--- src/hw/rtl/mrkm_pkg.sv ---
`timescale 1ns / 1ps
`default_nettype none

package mrkm_pkg;

    localparam int KEY_COUNT = 12;
    localparam int KEY_MAX   = 10;
    localparam int WIN_DEPTH = 9;
    localparam int CODE_W    = 4;

    // command field of an input beat
    localparam logic CMD_BYTE  = 1'b0;
    localparam logic CMD_QUERY = 1'b1;

    localparam logic [7:0] CHAR_LF    = 8'h0A;
    localparam logic [7:0] CHAR_CR    = 8'h0D;
    localparam logic [7:0] CHAR_SPACE = 8'h20;
    localparam logic [7:0] CHAR_NUL   = 8'h00;

    localparam logic [CODE_W-1:0] CODE_NONE = '0;

    // keyword text, right aligned, zero padded on the left
    localparam logic [KEY_MAX*8-1:0] KEY_TEXT [KEY_COUNT] = '{
        "OK", "ERROR", "CONNECT", "NO CARRIER", "IP STATUS", "IP INITIAL",
        "SHUT OK", "CLOSED", "DEACT", "READY", ".", "POWER DOWN"
    };

    localparam logic [3:0] KEY_LEN [KEY_COUNT] = '{
        4'd2, 4'd5, 4'd7, 4'd10, 4'd9, 4'd10, 4'd7, 4'd6, 4'd5, 4'd5, 4'd1, 4'd10
    };

    // one queued beat after classification
    typedef struct packed {
        logic       is_query;
        logic [7:0] ch;
    } t_item;

    // newest byte at index 0
    typedef logic [WIN_DEPTH-1:0][7:0] t_window;

    // which keywords the window ends with, current byte included
    function automatic logic [KEY_COUNT-1:0] match_keys(input logic [7:0] cur,
                                                        input t_window win);
        logic [KEY_MAX-1:0][7:0] full;
        logic [KEY_COUNT-1:0]    hit;
        full = {win, cur};
        hit  = '1;
        for (int k = 0; k < KEY_COUNT; k++) begin
            for (int i = 0; i < KEY_MAX; i++) begin
                if ((i < int'(KEY_LEN[k])) && (full[i] != KEY_TEXT[k][8*i +: 8])) begin
                    hit[k] = 1'b0;
                end
            end
        end
        return hit;
    endfunction

    // highest set flag as a keyword number, zero when none
    function automatic logic [CODE_W-1:0] code_of(input logic [KEY_COUNT-1:0] hits);
        logic [CODE_W-1:0] code;
        code = CODE_NONE;
        for (int k = 0; k < KEY_COUNT; k++) begin
            if (hits[k]) begin
                code = CODE_W'(k + 1);
            end
        end
        return code;
    endfunction

endpackage

`default_nettype wire

--- src/hw/rtl/modem_response_keyword_matcher_top.sv ---
// Modem response keyword matcher.
// Input channel (i_valid / o_stall, fields i_cmd, i_rx_byte): one beat is
// either a received byte (i_cmd = 0) or a query (i_cmd = 1). A beat is taken
// at a clock edge with i_valid high and o_stall low.
// Output channel (o_valid / i_stall, field o_response_code): one beat per
// query, carrying the highest keyword number matched since the last query
// (1 OK ... 12 POWER DOWN, 0 for none). Bytes produce no output beat.
// Throughput: one input beat per cycle, bytes and queries alike, while o_stall
// is low. Accepted beats go into a QUEUE_DEPTH entry queue; the matcher drains
// one beat per cycle unless a query at the head waits for the output register,
// its compare of the byte and the nine byte window finishing in that same cycle.
// When idle, a query passes its queue entry, then the output register for o_valid.
// Stall: while i_stall holds an answer, bytes drain until a query heads the queue;
// that query and later beats wait, and o_stall rises once the queue is full.
// Reset (i_rst_n low, synchronous): queue emptied, window, hit flags and end
// of string mark cleared, no output beat pending.
`timescale 1ns / 1ps
`default_nettype none

module modem_response_keyword_matcher_top #(
    parameter int QUEUE_DEPTH = 4
) (
    input  wire logic                           i_clk,
    input  wire logic                           i_rst_n,
    input  wire logic                           i_valid,
    output logic                                o_stall,
    input  wire logic                           i_cmd,
    input  wire logic [7:0]                     i_rx_byte,
    output logic                                o_valid,
    input  wire logic                           i_stall,
    output logic [mrkm_pkg::CODE_W-1:0]         o_response_code
);

    mrkm_pkg::t_item w_in_item;
    mrkm_pkg::t_item w_head;
    logic            w_push;
    logic            w_full;
    logic            w_head_valid;
    logic            w_pop;

    // classify incoming beats
    mrkm_front u_front (
        .i_valid   (i_valid),
        .i_cmd     (i_cmd),
        .i_rx_byte (i_rx_byte),
        .i_full    (w_full),
        .o_item    (w_in_item),
        .o_push    (w_push),
        .o_stall   (o_stall)
    );

    // queue between front and matcher
    mrkm_queue #(
        .DEPTH (QUEUE_DEPTH)
    ) u_queue (
        .i_clk        (i_clk),
        .i_rst_n      (i_rst_n),
        .i_push       (w_push),
        .i_item       (w_in_item),
        .i_pop        (w_pop),
        .o_head       (w_head),
        .o_head_valid (w_head_valid),
        .o_full       (w_full)
    );

    // window match and answer
    mrkm_back u_back (
        .i_clk           (i_clk),
        .i_rst_n         (i_rst_n),
        .i_head          (w_head),
        .i_head_valid    (w_head_valid),
        .o_pop           (w_pop),
        .i_stall         (i_stall),
        .o_valid         (o_valid),
        .o_response_code (o_response_code)
    );

endmodule

`default_nettype wire

--- src/hw/rtl/mrkm_front.sv ---
`timescale 1ns / 1ps
`default_nettype none

module mrkm_front (
    input  wire logic           i_valid,
    input  wire logic           i_cmd,
    input  wire logic [7:0]     i_rx_byte,
    input  wire logic           i_full,
    output mrkm_pkg::t_item     o_item,
    output logic                o_push,
    output logic                o_stall
);

    logic [7:0] w_ch;

    // line ends read as a space
    always_comb begin
        if ((i_rx_byte == mrkm_pkg::CHAR_LF) || (i_rx_byte == mrkm_pkg::CHAR_CR)) begin
            w_ch = mrkm_pkg::CHAR_SPACE;
        end else begin
            w_ch = i_rx_byte;
        end
    end

    // a query carries no byte
    always_comb begin
        o_item.is_query = i_cmd;
        o_item.ch       = i_cmd ? mrkm_pkg::CHAR_NUL : w_ch;
    end

    assign o_stall = i_full;
    assign o_push  = i_valid && !i_full;

endmodule

`default_nettype wire

--- src/hw/rtl/mrkm_queue.sv ---
`timescale 1ns / 1ps
`default_nettype none

module mrkm_queue #(
    parameter int DEPTH = 4
) (
    input  wire logic            i_clk,
    input  wire logic            i_rst_n,
    input  wire logic            i_push,
    input  wire mrkm_pkg::t_item i_item,
    input  wire logic            i_pop,
    output mrkm_pkg::t_item      o_head,
    output logic                 o_head_valid,
    output logic                 o_full
);

    localparam int PW = $clog2(DEPTH);
    localparam int CW = $clog2(DEPTH + 1);

    mrkm_pkg::t_item r_mem [DEPTH];
    logic [PW-1:0]   r_wr, n_wr;
    logic [PW-1:0]   r_rd, n_rd;
    logic [CW-1:0]   r_count, n_count;
    logic            w_push;
    logic            w_pop;

    assign o_full       = (r_count == CW'(DEPTH));
    assign o_head_valid = (r_count != '0);
    assign o_head       = r_mem[r_rd];
    assign w_push       = i_push && !o_full;
    assign w_pop        = i_pop && o_head_valid;

    // pointer and fill count update
    always_comb begin
        n_wr    = r_wr;
        n_rd    = r_rd;
        n_count = r_count;
        if (w_push) begin
            n_wr = (r_wr == PW'(DEPTH - 1)) ? '0 : r_wr + 1'b1;
        end
        if (w_pop) begin
            n_rd = (r_rd == PW'(DEPTH - 1)) ? '0 : r_rd + 1'b1;
        end
        if (w_push && !w_pop) begin
            n_count = r_count + 1'b1;
        end else if (w_pop && !w_push) begin
            n_count = r_count - 1'b1;
        end
    end

    always_ff @(posedge i_clk) begin
        if (!i_rst_n) begin
            r_wr    <= '0;
            r_rd    <= '0;
            r_count <= '0;
        end else begin
            r_wr    <= n_wr;
            r_rd    <= n_rd;
            r_count <= n_count;
        end
    end

    // entry storage
    always_ff @(posedge i_clk) begin
        if (w_push) begin
            r_mem[r_wr] <= i_item;
        end
    end

endmodule

`default_nettype wire

--- src/hw/rtl/mrkm_back.sv ---
`timescale 1ns / 1ps
`default_nettype none

module mrkm_back (
    input  wire logic                           i_clk,
    input  wire logic                           i_rst_n,
    input  wire mrkm_pkg::t_item                i_head,
    input  wire logic                           i_head_valid,
    output logic                                o_pop,
    input  wire logic                           i_stall,
    output logic                                o_valid,
    output logic [mrkm_pkg::CODE_W-1:0]         o_response_code
);

    mrkm_pkg::t_window                  r_win, n_win;
    logic [mrkm_pkg::KEY_COUNT-1:0]     r_hits, n_hits;
    logic                               r_ended, n_ended;
    logic                               r_out_valid, n_out_valid;
    logic [mrkm_pkg::CODE_W-1:0]        r_code, n_code;
    logic [mrkm_pkg::KEY_COUNT-1:0]     w_match;
    logic                               w_nul;

    // a query waits for room in the output register, a byte never waits
    assign o_pop = i_head_valid && (!i_head.is_query || !r_out_valid || !i_stall);

    assign w_match = mrkm_pkg::match_keys(i_head.ch, r_win);
    assign w_nul   = (i_head.ch == mrkm_pkg::CHAR_NUL);

    // window, flags and output register
    always_comb begin
        n_win       = r_win;
        n_hits      = r_hits;
        n_ended     = r_ended;
        n_code      = r_code;
        n_out_valid = r_out_valid && i_stall;
        if (o_pop) begin
            if (i_head.is_query) begin
                n_out_valid = 1'b1;
                n_code      = mrkm_pkg::code_of(r_hits);
                n_win       = '0;
                n_hits      = '0;
                n_ended     = 1'b0;
            end else begin
                if (!r_ended && !w_nul) begin
                    n_hits = r_hits | w_match;
                end
                if (w_nul) begin
                    n_ended = 1'b1;
                end
                n_win = {r_win[mrkm_pkg::WIN_DEPTH-2:0], i_head.ch};
            end
        end
    end

    always_ff @(posedge i_clk) begin
        if (!i_rst_n) begin
            r_win       <= '0;
            r_hits      <= '0;
            r_ended     <= 1'b0;
            r_out_valid <= 1'b0;
        end else begin
            r_win       <= n_win;
            r_hits      <= n_hits;
            r_ended     <= n_ended;
            r_out_valid <= n_out_valid;
        end
    end

    always_ff @(posedge i_clk) begin
        r_code <= n_code;
    end

    assign o_valid         = r_out_valid;
    assign o_response_code = r_code;

endmodule

`default_nettype wire

--- config.mk ---
export PLATFORM = sky130hd
export DESIGN_NAME = modem_response_keyword_matcher_top
export DESIGN_NICKNAME = d
export VERILOG_FILES = /design/src/hw/rtl/mrkm_pkg.sv /design/src/hw/rtl/modem_response_keyword_matcher_top.sv /design/src/hw/rtl/mrkm_front.sv /design/src/hw/rtl/mrkm_queue.sv /design/src/hw/rtl/mrkm_back.sv
export SDC_FILE = /design/constraint.sdc
export NUM_CORES = 1
export LEC_CHECK = 0
export ABC_AREA = 0
export BUFFER_PORTS_ARGS = -buffer_cell sky130_fd_sc_hd__buf_4
export CAP_MARGIN = 30
export CORE_MARGIN = 3
export CORE_UTILIZATION = 45
export CTS_BUF_LIST = sky130_fd_sc_hd__clkbuf_4
export CTS_CLUSTER_DIAMETER = 100
export DETAILED_ROUTE_END_ITERATION = 10
export GPL_ROUTABILITY_DRIVEN = 0
export PLACE_DENSITY = 0.73
export SYNTH_ARGS = -nofsm -noshare
export SYNTH_HDL_FRONTEND = slang
export SYNTH_SLANG_ARGS = --single-unit
--- constraint.sdc ---
create_clock -name i_clk -period 2.78 [get_ports i_clk]
set_clock_uncertainty 0.1 [all_clocks]
set_input_delay 0 -clock i_clk [delete_from_list [all_inputs] [get_ports i_clk]]
set_output_delay 0 -clock i_clk [all_outputs]
set_load 0.01 [all_outputs]
Yosys cells after proc, flatten, opt, wreduce, memory -nomap -nowiden

Memories as Yosys holds them, arrays and structs flattened. A register that Yosys moved wholly into a read port is not among the register bits.
Cells that the tools add are included.

Add/subtract/negate cells: 4
Eq/ne operators: 66
Mux-type cells: 100
Bitwise logic cells: 1
Reduce and logical (&&, ||, !) cells: 28

Operator list:

| operator            | count |
|---|---|
| $ne 8x7->1 const B  | 56 |
| $mux 1              | 79 |
| $mux 72             | 1 |
| $ne 8x6->1 const B  | 5 |
| $mux 3              | 10 |
| $mux 12             | 2 |
| $eq 8x4->1 const B  | 2 |
| $mux 8              | 2 |
| $mux 2              | 6 |
| $or 12x12->12       | 1 |
| $logic_and 1x1->1   | 8 |
| $logic_not 1->1     | 8 |
| $logic_not 8->1     | 1 |
| $reduce_and 2->1    | 3 |
| $reduce_bool 2->1   | 3 |
| $reduce_or 5->1     | 1 |
| $add 2x1->2 const B | 2 |
| $eq 2x2->1 const B  | 2 |
| $add 3x1->3 const B | 1 |
| $eq 3x3->1 const B  | 1 |
| $logic_or 1x1->1    | 3 |
| $reduce_bool 3->1   | 1 |
| $sub 3x1->3 const B | 1 |

Register bits: 97
Bits in writable memories: 36
Input port bits: 13
Output and inout port bits: 6
Memories: 1

Memory list:

| name          | words | width | read ports | clocked after Yosys merged registers in | wr ports | line             | text |
|---|---|---|---|---|---|---|---|
| u_queue.r_mem | 4     | 9     | 1          | 1                                       | 1        | mrkm_queue.sv:20 | `mrkm_pkg::t_item r_mem [DEPTH];` |

Longest topological paths before layout

Gate-level depths: netlist of the first run.

Word-level depth: 14
Mapped depth: 11

Modules after synthesis

A second synthesis of the first run with hierarchy kept.

Cells, all modules: 557
Area, all modules: 5859.4 sq um

Modules (own cells, without submodules):

| module     | times used | cells an instance | area each (sq um) | sequential area each (sq um) |
|---|---|---|---|---|
| mrkm_back  | 1          | 443               | 3948.8            | 1841.8 |
| mrkm_queue | 1          | 98                | 1775.5            | 1261.2 |
| mrkm_front | 1          | 16                | 135.1             | 0.0 |

Worst setup path after synthesis of the first run

No wires, ideal clock.

Path kind: reg-to-reg
From: reg with a tool-made name
To: reg u_back.r_hits[3] (netlist bit)
Library setup time: 0.059 ns
Data arrival time: 2.809 ns
Data required time: 2.621 ns
Setup slack: -0.188 ns
Cell stages (with the launch flop): 8
Cells stage by stage: dfxtp_1 > buf_6 > mux4_2 > or2_0 > or4_1 > or4_1 > or4b_1 > nand2_1

RTL lines:

| item                 | line            | text |
|---|---|---|
| to (signal assigned) | mrkm_back.sv:63 | `r_hits <= n_hits;` |
| to (decl)            | mrkm_back.sv:16 | `logic [mrkm_pkg::KEY_COUNT-1:0] r_hits, n_hits;` |

==> reports/metrics.yaml, run 1 <==
timing:
  finalMaxSlewViolations: 0
  fmax_mhz: 366.1
  hold_slack_ps: 128.3
  final.period_utilization_pct: 98.25
  hold_viol: 0
  setup_violations: 0
  worstMarginPinSlew_ps: 718.8
  slew_headroom_pct: 51.64
  layout_min_cycle_time_ps: 2731
  rsz0062_at_grt: "true"
global_route:
  grt_pass1_vias: 4445
  grt_max_degree: 83
  grt_util_all_layers_pct: 19.90
  grt_pass1_wl_um: 22600
  grt.overflow.total: 0
  antenna_found_initial: 0
power:
  power-per-cell-area_nw_per_um2: 809.9
  vdd_drop_max_mv: 0.4033
  p_leak_nw: 2.206
placement:
  place_area_um2: 6321
  place_inst: 735
  port_buffers: 18
  dp_hpwl_um: 9519
clock_tree:
  cts_num_sinks: 135
  cts_root_buf: "clkbuf_4"
  cts_buffer_depth: 2
  insertion_delay_ps: 570
  cts_buffers: 17
  cts_tree: "done"
  cts_max_level: 4
  clkTransAtPathRegs_ps: 120
routing:
  wl_met3_um: 755
  dr_total_vias: 4555
  ant_nets: 0
  drt_drc_violations_left: 0
  met2WireLength_um: 6690
  totalWireLength_um: 13990
  via_per_inst: 5.832
  routed.top_layer: "met4"
  m1WireLength_um: 6125
  drt_iter0_drc: 591
  detail_route.wl_per_cell_um: 17.92
  drt_pass1_iterations: 6
outcome:
  status: "completed"
yosys:
  netlist-cell-type-count: 50
  synth_area_leaders: "dfxtp_1 32%, edfxtp_1 20%, a22oi_1 9.0%, nor2b_1 8.8%, mux4_2 3.0%"
  synth_warnings: 0
  synth_edf_count: 40
  yosys_register_bits: 135
  synthCells: 553
  synth_flop_cell: "dfxtp_1"
  ys_seq_area_share_pct: 52.50
  synth_nets: 573
  synth_top_area_share_pct: 32.18
  yosys.area.top_type: "dfxtp_1"
  syn_area_um2: 5911
  async_flop_share_pct: 0
  synth.avg_cell_area_um2: 10.69
floorplan:
  die_x_um: 120.6
  coreArea_um2: 12720
  die_h_um: 120.6
  dieArea_um2: 14550
  start_util_pct: 46.46
  io_pins: 19
  fp-row-count: 41
hold_path:
  hold_path_startpoint: "i_cmd"
  min_path_type: "input pin to flop"
  min_path_cells: 2
layout:
  fin_cells: 781
  nNetsFinal: 615
  multiInputGateArea_um2: 2698
  final_layout_size_suffix_gt1_share_pct: 15.13
  area_growth_pct: 15.22
  final_area_um2: 6810
  n_fill_cell: 1127
  register_area_um2: 3108
critical_path:
  critPathKind: "flop to flop"
  critical_path.max_fanout: 5
  cp.arrival_ps: 3160
  crit_path_end_kind: "flop"
  startpoint_type: "flop"
  r2r_cells: 6
  required_ps: 3200
job:
  maxCapViolCount: 0
## cell usage after synthesis (5+ instances only)
| library cell | count |
|---|---|
| nor3_1 | 9 |
| nor2b_1 | 83 |
| and2_1 | 10 |
| a21oi_1 | 5 |
| inv_1 | 8 |
| or4_1 | 12 |
| o21ai_0 | 6 |
| mux4_2 | 8 |
| nand3b_1 | 8 |
| nand2_1 | 29 |
| nor2_1 | 24 |
| or3_1 | 6 |
| nand4_1 | 11 |
| a22oi_1 | 71 |
| nand4b_1 | 9 |
| nor4b_1 | 7 |
| edfxtp_1 | 40 |
| nand2b_1 | 5 |
| nor3b_1 | 7 |
| nand3_1 | 11 |
| dfxtp_1 | 95 |
| nor4_1 | 13 |
| clkbuf_1 | 24 |
| ha_1 | 6 |
## stage by stage
step | power [mW] | TNS, ps | setup slack (ps) | utilization (%)
2_1_floorplan | 3.474 | 0 | 19.04 | -
3_3_place_gp | 3.991 | -31.85 | -31.85 | 49.69
3_5_place_dp | 4.039 | -143.9 | -96.50 | 49.69
4_1_cts | 5.507 | 0 | 15.23 | 53.33
5_1_grt | 5.822 | -72.12 | -65.15 | 53.51
6_report | 5.516 | 0 | 48.72 | 53.53
## registers in the layout, summed over array words and instances (netlist names), named ones only
signal	flops
u_back.r_hits	12
u_queue.r_rd	2
u_queue.r_mem	36
u_queue.r_count	3
u_back.o_valid	1
u_back.o_response_code	4
u_back.r_ended	1
u_back.r_win	72
u_queue.r_wr	2
## where the power goes
group	internal [mW]	leakage (nW)	switching (mW)	total [mW]
Clock	0.718	0.170	0.735	1.45
Combinational	0.658	0.893	1.02	1.68
Sequential	2.22	1.14	0.165	2.38
## metal layers
metal,up-vias,track usage (%)
li1,2155,-
met1,2198,25.91
met2,167,30.63
met3,35,5.239
met4,0,10.06
met5,-,0
## cell usage in the layout (no fill, tap or decap), types with 4 or more instances in the layout
| master | Yosys | routed |
|---|---|---|
| clkbuf_4 | 0 | 17 |
| nor2b_1 | 83 | 83 |
| nor4_1 | 13 | 12 |
| dlygate4sd3_1 | 0 | 13 |
| nand4b_1 | 9 | 9 |
| a21oi_1 | 5 | 5 |
| buf_4 | 0 | 37 |
| mux4_2 | 8 | 8 |
| ha_1 | 6 | 6 |
| nor4b_1 | 7 | 7 |
| mux2i_1 | 4 | 4 |
| bufinv_16 | 0 | 4 |
| nor3b_1 | 7 | 7 |
| nor3_1 | 9 | 9 |
| or4_1 | 12 | 9 |
| nand3_1 | 11 | 11 |
| o21ai_0 | 6 | 5 |
| and2_1 | 10 | 10 |
| inv_1 | 8 | 8 |
| or2_2 | 4 | 4 |
| edfxtp_1 | 40 | 40 |
| nand3b_1 | 8 | 8 |
| nor2_1 | 24 | 23 |
| dfxtp_1 | 95 | 93 |
| or3_1 | 6 | 6 |
| a22oi_1 | 71 | 71 |
| nand2b_1 | 5 | 5 |
| nand4_1 | 11 | 11 |
| nand2_1 | 29 | 28 |
| o31ai_1 | 4 | 4 |
## worst max-delay path, cell delays in order (launching register included)
cell	delay, ps
dfxtp_4	410
mux4_2	500
or2_2	340
or3b_2	490
or4_4	500
nor4_2	240
a21o_1	110
## kinds of logic after synthesis
family	count (synthesis)	synth area share, %
mux	13	4.170
xor+xnor	2	0.2964
simple gates	262	26.99
flops	135	52.50
buf+inv	36	2.413
fa+ha+maj	7	1.609
compound gates	98	12.02
## area by class of cell
cell class | instances | area share (%)
inverters | 8 | 0.4409
clock inverters | 15 | 2.958
diodes | 1 | 0.03674
repair buffers | 51 | 6.283
flip-flops and latches | 135 | 45.64
well taps | 172 | 3.160
clock buffers | 17 | 1.874
multi-input cells | 382 | 39.61
## worst paths after layout
path | to | slack [ps]
setup reg to reg | u_back.r_hits[11] | 50
setup / recovery | u_back.r_hits[11] | 50
hold / removal | u_queue.r_mem[1][8] | 130
hold reg to reg | u_back.r_hits[9] | 380
## timing repair
item | 4_1_cts | 5_1_grt
gates resized for setup | 3 | 8
cloned | 0 | 0
endpoints found under the hold margin | 56 | 0
pin swaps | 0 | 5
hold buffers | 13 | 0
setup endpoints to repair | 5 | 6
buffers inserted | 0 | 0
Power figures use the tool's default switching activity.
==> inputs of run 2 (changes only) <==
--- a/config.mk
+++ b/config.mk
@@ -9,12 +9,12 @@
 export BUFFER_PORTS_ARGS = -buffer_cell sky130_fd_sc_hd__buf_4
 export CAP_MARGIN = 30
 export CORE_MARGIN = 3
-export CORE_UTILIZATION = 45
+export CORE_UTILIZATION = 25
 export CTS_BUF_LIST = sky130_fd_sc_hd__clkbuf_4
 export CTS_CLUSTER_DIAMETER = 100
 export DETAILED_ROUTE_END_ITERATION = 10
 export GPL_ROUTABILITY_DRIVEN = 0
-export PLACE_DENSITY = 0.73
+export PLACE_DENSITY = 0.5
 export SYNTH_ARGS = -nofsm -noshare
 export SYNTH_HDL_FRONTEND = slang
 export SYNTH_SLANG_ARGS = --single-unit
==> run 2 against run 1 <==
Against the previous run:
- largest cell class unchanged
- critical path depth stayed put
- global-route usage is 7.8 points lower
- largest power group unchanged
- highest routed layer unchanged
- utilization is 23 points lower
==> reports/metrics.yaml, run 2 (same netlist as run 1, synthesis figures left out) <==
timing:
  hold_viol: 0
  final.period_utilization_pct: 99.41
  setup_violations: 0
  layout_min_cycle_time_ps: 2764
  setup_ws_ps: 16.36
  worstMarginPinSlew_ps: 636.1
  finalMaxSlewViolations: 0
  fmax_mhz: 361.8
  rsz0062_at_grt: "true"
  tns_ps: 0
  slew_headroom_pct: 57.00
layout:
  area_growth_pct: 19.62
  top_register: "u_back.r_win"
  largest_registers: "u_back.r_win x72, u_queue.r_mem x36, u_back.r_hits x12"
  fin_util_pct: 30.85
  fin_cells: 933
  layout_commonest_cell: "dfxtp_1"
  largest_reg_flops: 72
  final_layout_size_suffix_gt1_share_pct: 16.96
  final_cell_mix: "93 x dfxtp_1, 83 x nor2b_1, 71 x a22oi_1"
  nNetsFinal: 626
floorplan:
  io_pins: 19
  dieArea_um2: 25520
  fp-row-count: 55
  start_util_pct: 25.79
  die_h_um: 159.8
  coreArea_um2: 22920
  die_x_um: 159.8
routing:
  detail_route.wl_per_cell_um: 16.33
  via_per_inst: 4.935
  ant_nets: 0
  drt_iter0_drc: 276
  totalWireLength_um: 15240
  dr_total_vias: 4604
  drt_drc_violations_left: 0
  drt_pass1_iterations: 7
clock_tree:
  cts_num_sinks: 135
  cts_tree: "done"
  cts_buffer_depth: 2
  insertion_delay_ps: 560
  cts_root_buf: "clkbuf_4"
  cts_max_level: 4
  clkTransAtPathRegs_ps: 130
  cts_buffers: 17
hold_path:
  hold_path_startpoint: "i_cmd"
  min_path_cells: 2
  min_path_type: "input pin to flop"
  min_to: "u_queue.r_mem[1][8]"
global_route:
  grt.overflow.total: 0
  antenna_found_initial: 1
  grt_util_all_layers_pct: 12.13
  grt_max_degree: 82
  grt_pass1_wl_um: 24610
  grt_pass1_vias: 4560
critical_path:
  rr_endpoint: "u_back.r_hits[3]"
  cp.arrival_ps: 3160
  r2r_cells: 6
  required_ps: 3170
  crit_path_end_kind: "flop"
  critical_path.max_fanout: 4
  critPathKind: "flop to flop"
  r2r_slack_ps: 20
  startpoint_type: "flop"
power:
  vdd_drop_max_mv: 0.3751
  p_total_mw: 5.482
  p_leak_nw: 2.257
  power-per-cell-area_nw_per_um2: 775.4
  netSwitchingPower_mw: 1.988
  power.internal_mw: 3.494
  p_seq_share_pct: 43.1
  power.share.combinational_pct: 32.8
  sw_frac_of_total_pct: 36.26
  power_frac_clock_pct: 24.1
outcome:
  status: "completed"
placement:
  place_ws_ps: -91.81
  port_buffers: 18
  place_inst: 882
  dp_hpwl_um: 10920
job:
  maxCapViolCount: 0
run 2: through the flow:
stage	hold slack, ps	area (um^2)
6_report	159.6	7071
5_1_grt	134.1	7071
3_3_place_gp	169.5	6555
3_5_place_dp	180.5	6555
2_1_floorplan	-1.131	5912
4_1_cts	108.4	7020
run 2: cell type report:
class	instances	area [um^2]
antenna	1	2.502
clock buffer	17	127.6
clock inverter	15	168.9
fill	2365	15850
inverter	8	30.03
multi-input combinational	382	2714
sequential	135	3108
tap	313	391.6
timing repair buffer	62	528.0
run 2: worst max-delay path by stage:
stage | start | to | slack, ps | cells after the start
finish | flop | u_back.r_hits[3] | 20 | 6
global route | flop | u_back.r_hits[3] | -70 | 6
CTS | flop | u_back.r_hits[3] | 6 | 6
detailed placement | flop | u_back.r_hits[3] | -90 | 6
global placement | flop | u_back.r_hits[3] | -30 | 6
floorplan | flop | u_back.r_hits[3] | 20 | 7
run 2: metal layers:
| layer | up-vias | GRT usage, % | wire, um |
|---|---|---|---|
| met5 | - | 0 | 0 |
| met4 | 0 | 6.844 | 579 |
| met3 | 38 | 2.516 | 614 |
| met2 | 139 | 18.77 | 7120 |
| met1 | 2243 | 15.78 | 6921 |
| li1 | 2184 | - | - |
run 2: timing repair:
item                                    4_1_cts  5_1_grt
pin swaps                                     1        3
gates resized for setup                       4        9
endpoints found under the hold margin        51        0
buffers inserted                              1        2
hold buffers                                 15        0
endpoints found under the setup margin        5        6
run 2: power groups by stage:
| stage | Combinational (mW) | Clock, mW | Sequential (mW) |
|---|---|---|---|
| 2_1_floorplan | 1.11 | 0 | 2.36 |
| 3_3_place_gp | 1.70 | 0 | 2.40 |
| 3_5_place_dp | 1.74 | 0 | 2.41 |
| 4_1_cts | 1.78 | 1.38 | 2.37 |
| 5_1_grt | 1.98 | 1.46 | 2.39 |
| 6_report | 1.80 | 1.32 | 2.36 |
run 2: critical path, cell delays in order (launching register included):
cell and delay, ps:
dfxtp_4 390, mux4_2 510, or2_1 240, or4_4 420
or4_4 440, or4b_4 520, nand2_1 70
==> inputs of run 3 (changes only) <==
--- a/config.mk
+++ b/config.mk
@@ -10,11 +10,13 @@
 export CAP_MARGIN = 30
 export CORE_MARGIN = 3
 export CORE_UTILIZATION = 25
-export CTS_BUF_LIST = sky130_fd_sc_hd__clkbuf_4
+export CTS_BUF_LIST = sky130_fd_sc_hd__clkbuf_8
 export CTS_CLUSTER_DIAMETER = 100
 export DETAILED_ROUTE_END_ITERATION = 10
 export GPL_ROUTABILITY_DRIVEN = 0
+export GPL_TIMING_DRIVEN = 1
 export PLACE_DENSITY = 0.5
+export REMOVE_ABC_BUFFERS = 1
 export SYNTH_ARGS = -nofsm -noshare
 export SYNTH_HDL_FRONTEND = slang
 export SYNTH_SLANG_ARGS = --single-unit
==> run 3 against run 2 <==
Against the previous run:
- the flow now finishes with violations (setup timing)
- die area unchanged
- non-clock buffer count decreased by 7
- sequential power about the same
- worst hold slack got worse by 100 ps
- register-to-register slack got worse by 95 ps
- utilization increased by 0.41 points
- total power increased by 9.3%
- count of clock-buffer cells in the layout unchanged
- sequential cell count unchanged
- critical path depth unchanged
- combinational power about the same
- wire length increased by 2.0%
- critical path type unchanged
- critical endpoint unchanged
==> reports/metrics.yaml, run 3 (same netlist as run 1, synthesis figures left out) <==
timing:
  worstMarginPinSlew_ps: 680.0
  layout_min_cycle_time_ps: 2859
  finalMaxSlewViolations: 0
  hold_viol: 0
  setup_violations: 2
  setup_ws_ps: -78.65
  tns_ps: -86.55
  slew_headroom_pct: 54.66
  final.period_utilization_pct: 102.8
  fmax_mhz: 349.8
  rsz0062_at_grt: "true"
routing:
  totalWireLength_um: 15540
  drt_iter0_drc: 406
  ant_nets: 0
  via_per_inst: 4.957
  detail_route.wl_per_cell_um: 16.80
  drt_pass1_iterations: 5
  drt_drc_violations_left: 0
  dr_total_vias: 4585
outcome:
  violations: "setup timing"
  status: "complete, but fails checks"
critical_path:
  cpPeakStageDelay_ps: 520
  required_ps: 3070
  r2r_slack_ps: -80
  path_depth: 6
  r2r_cells: 6
  cp_num_buf_inv: 0
  rr_endpoint: "u_back.r_hits[3]"
  crit_path_end_kind: "flop"
  path_cells: "mux4_2 -> or2_4 -> or4_4 -> or4_4 -> or4b_1 -> nand2_1"
  startpoint_type: "flop"
  cp.arrival_ps: 3150
  critical_path.max_fanout: 2
  crit_family: "simple AND/OR/NAND/NOR gates"
  cpMostUsedCell: "or4_4"
  critPathSlowestCell: "or4_4"
  critPathKind: "flop to flop"
layout:
  final_layout_size_suffix_gt1_share_pct: 16.83
  top_register: "u_back.r_win"
  nNetsFinal: 619
  largest_registers: "u_back.r_win x72, u_queue.r_mem x36, u_back.r_hits x12"
  largest_reg_flops: 72
  fin_cells: 925
  layout_commonest_cell: "dfxtp_1"
  area_growth_pct: 21.23
  final_cell_mix: "94 x dfxtp_1, 83 x nor2b_1, 71 x a22oi_1"
  antenna_cells: 0
placement:
  port_buffers: 18
  place_inst: 883
  dp_hpwl_um: 10860
  place_ws_ps: -162.6
power:
  p_seq_share_pct: 39.4
  vdd_drop_max_mv: 0.4104
  p_leak_nw: 2.306
  power_frac_clock_pct: 30.7
  power.share.combinational_pct: 29.9
  power-per-cell-area_nw_per_um2: 836.0
  sw_frac_of_total_pct: 34.50
  netSwitchingPower_mw: 2.067
  power.internal_mw: 3.924
clock_tree:
  cts_num_sinks: 135
  cts_buffer_depth: 2
  insertion_delay_ps: 450
  cts_buffers: 17
  cts_root_buf: "clkbuf_8"
  cts_max_level: 4
  clkTransAtPathRegs_ps: 90
  cts_tree: "done"
hold_path:
  min_to: "u_back.r_hits[10]"
  min_path_type: "input pin to flop"
  min_path_cells: 6
  hold_path_startpoint: "i_rst_n"
floorplan:
  dieArea_um2: 25520
  fp-row-count: 55
  die_h_um: 159.8
  die_x_um: 159.8
  io_pins: 19
  start_util_pct: 25.79
  coreArea_um2: 22920
global_route:
  antenna_found_initial: 0
  grt_pass1_wl_um: 25220
  grt_util_all_layers_pct: 12.35
  grt_pass1_vias: 4646
  grt_max_degree: 82
  grt.overflow.total: 0
job:
  maxCapViolCount: 0
-- run 3: through the flow --
step	cell area, um^2	total power [mW]	utilization [%]	hold slack, ps
after floorplan	5798	3.373	-	-1.131
after global placement	6550	4.098	28.58	153.3
after detailed placement	6550	4.138	28.58	162.5
after CTS	7113	6.002	31.04	25.75
after global routing	7166	6.321	31.27	48.27
final	7166	5.991	31.27	57.36
-- run 3: power by group through the flow --
stage	logic, mW	registers (mW)	clock network (mW)
final	1.79	2.36	1.84
after floorplan	0.972	2.40	0
after global routing	1.97	2.39	1.97
after detailed placement	1.74	2.40	0
after global placement	1.71	2.39	0
after CTS	1.76	2.35	1.88
-- run 3: repair_timing --
| action | 4_1_cts | 5_1_grt |
|---|---|---|
| setup buffers | 0 | 0 |
| resized for setup | 5 | 12 |
| endpoints found under the setup margin | 5 | 6 |
| endpoints found under the hold margin | 37 | 0 |
| hold buffers | 10 | 0 |
| pin swaps | 5 | 3 |
-- run 3: how the worst max path moves through the flow --
stage	start	slack [ps]	end
final	flop	-80	u_back.r_hits[3]
after global routing	flop	-140	u_back.r_hits[3]
after CTS	flop	-50	u_back.r_hits[3]
after detailed placement	flop	-160	u_back.r_hits[3]
after global placement	flop	-120	u_back.r_hits[3]
after floorplan	flop	-1210	u_back.r_win[5]
-- run 3: worst reg2reg max path, cell delays in order (launching register included) --
cell	delay, ps
dfxtp_4	370
mux4_2	510
or2_4	270
or4_4	520
or4_4	490
or4b_1	480
nand2_1	80
-- run 3: area by class of cell --
type | instances | area [um^2]
Clock buffer | 17 | 234.0
Clock inverter | 15 | 216.5
Fill cell | 2339 | 15750
Inverter | 8 | 30.03
Multi-Input combinational cell | 382 | 2724
Sequential cell | 135 | 3107
Tap cell | 313 | 391.6
Timing Repair Buffer | 55 | 462.9
-- run 3: layer usage --
layer | vias up | track usage [%] | share of wire (%)
li1 | 2171 | - | -
met1 | 2234 | 16.97 | 47
met2 | 145 | 18.54 | 45
met3 | 35 | 3.268 | 5.1
met4 | 0 | 4.815 | 2.4
met5 | - | 0 | 0
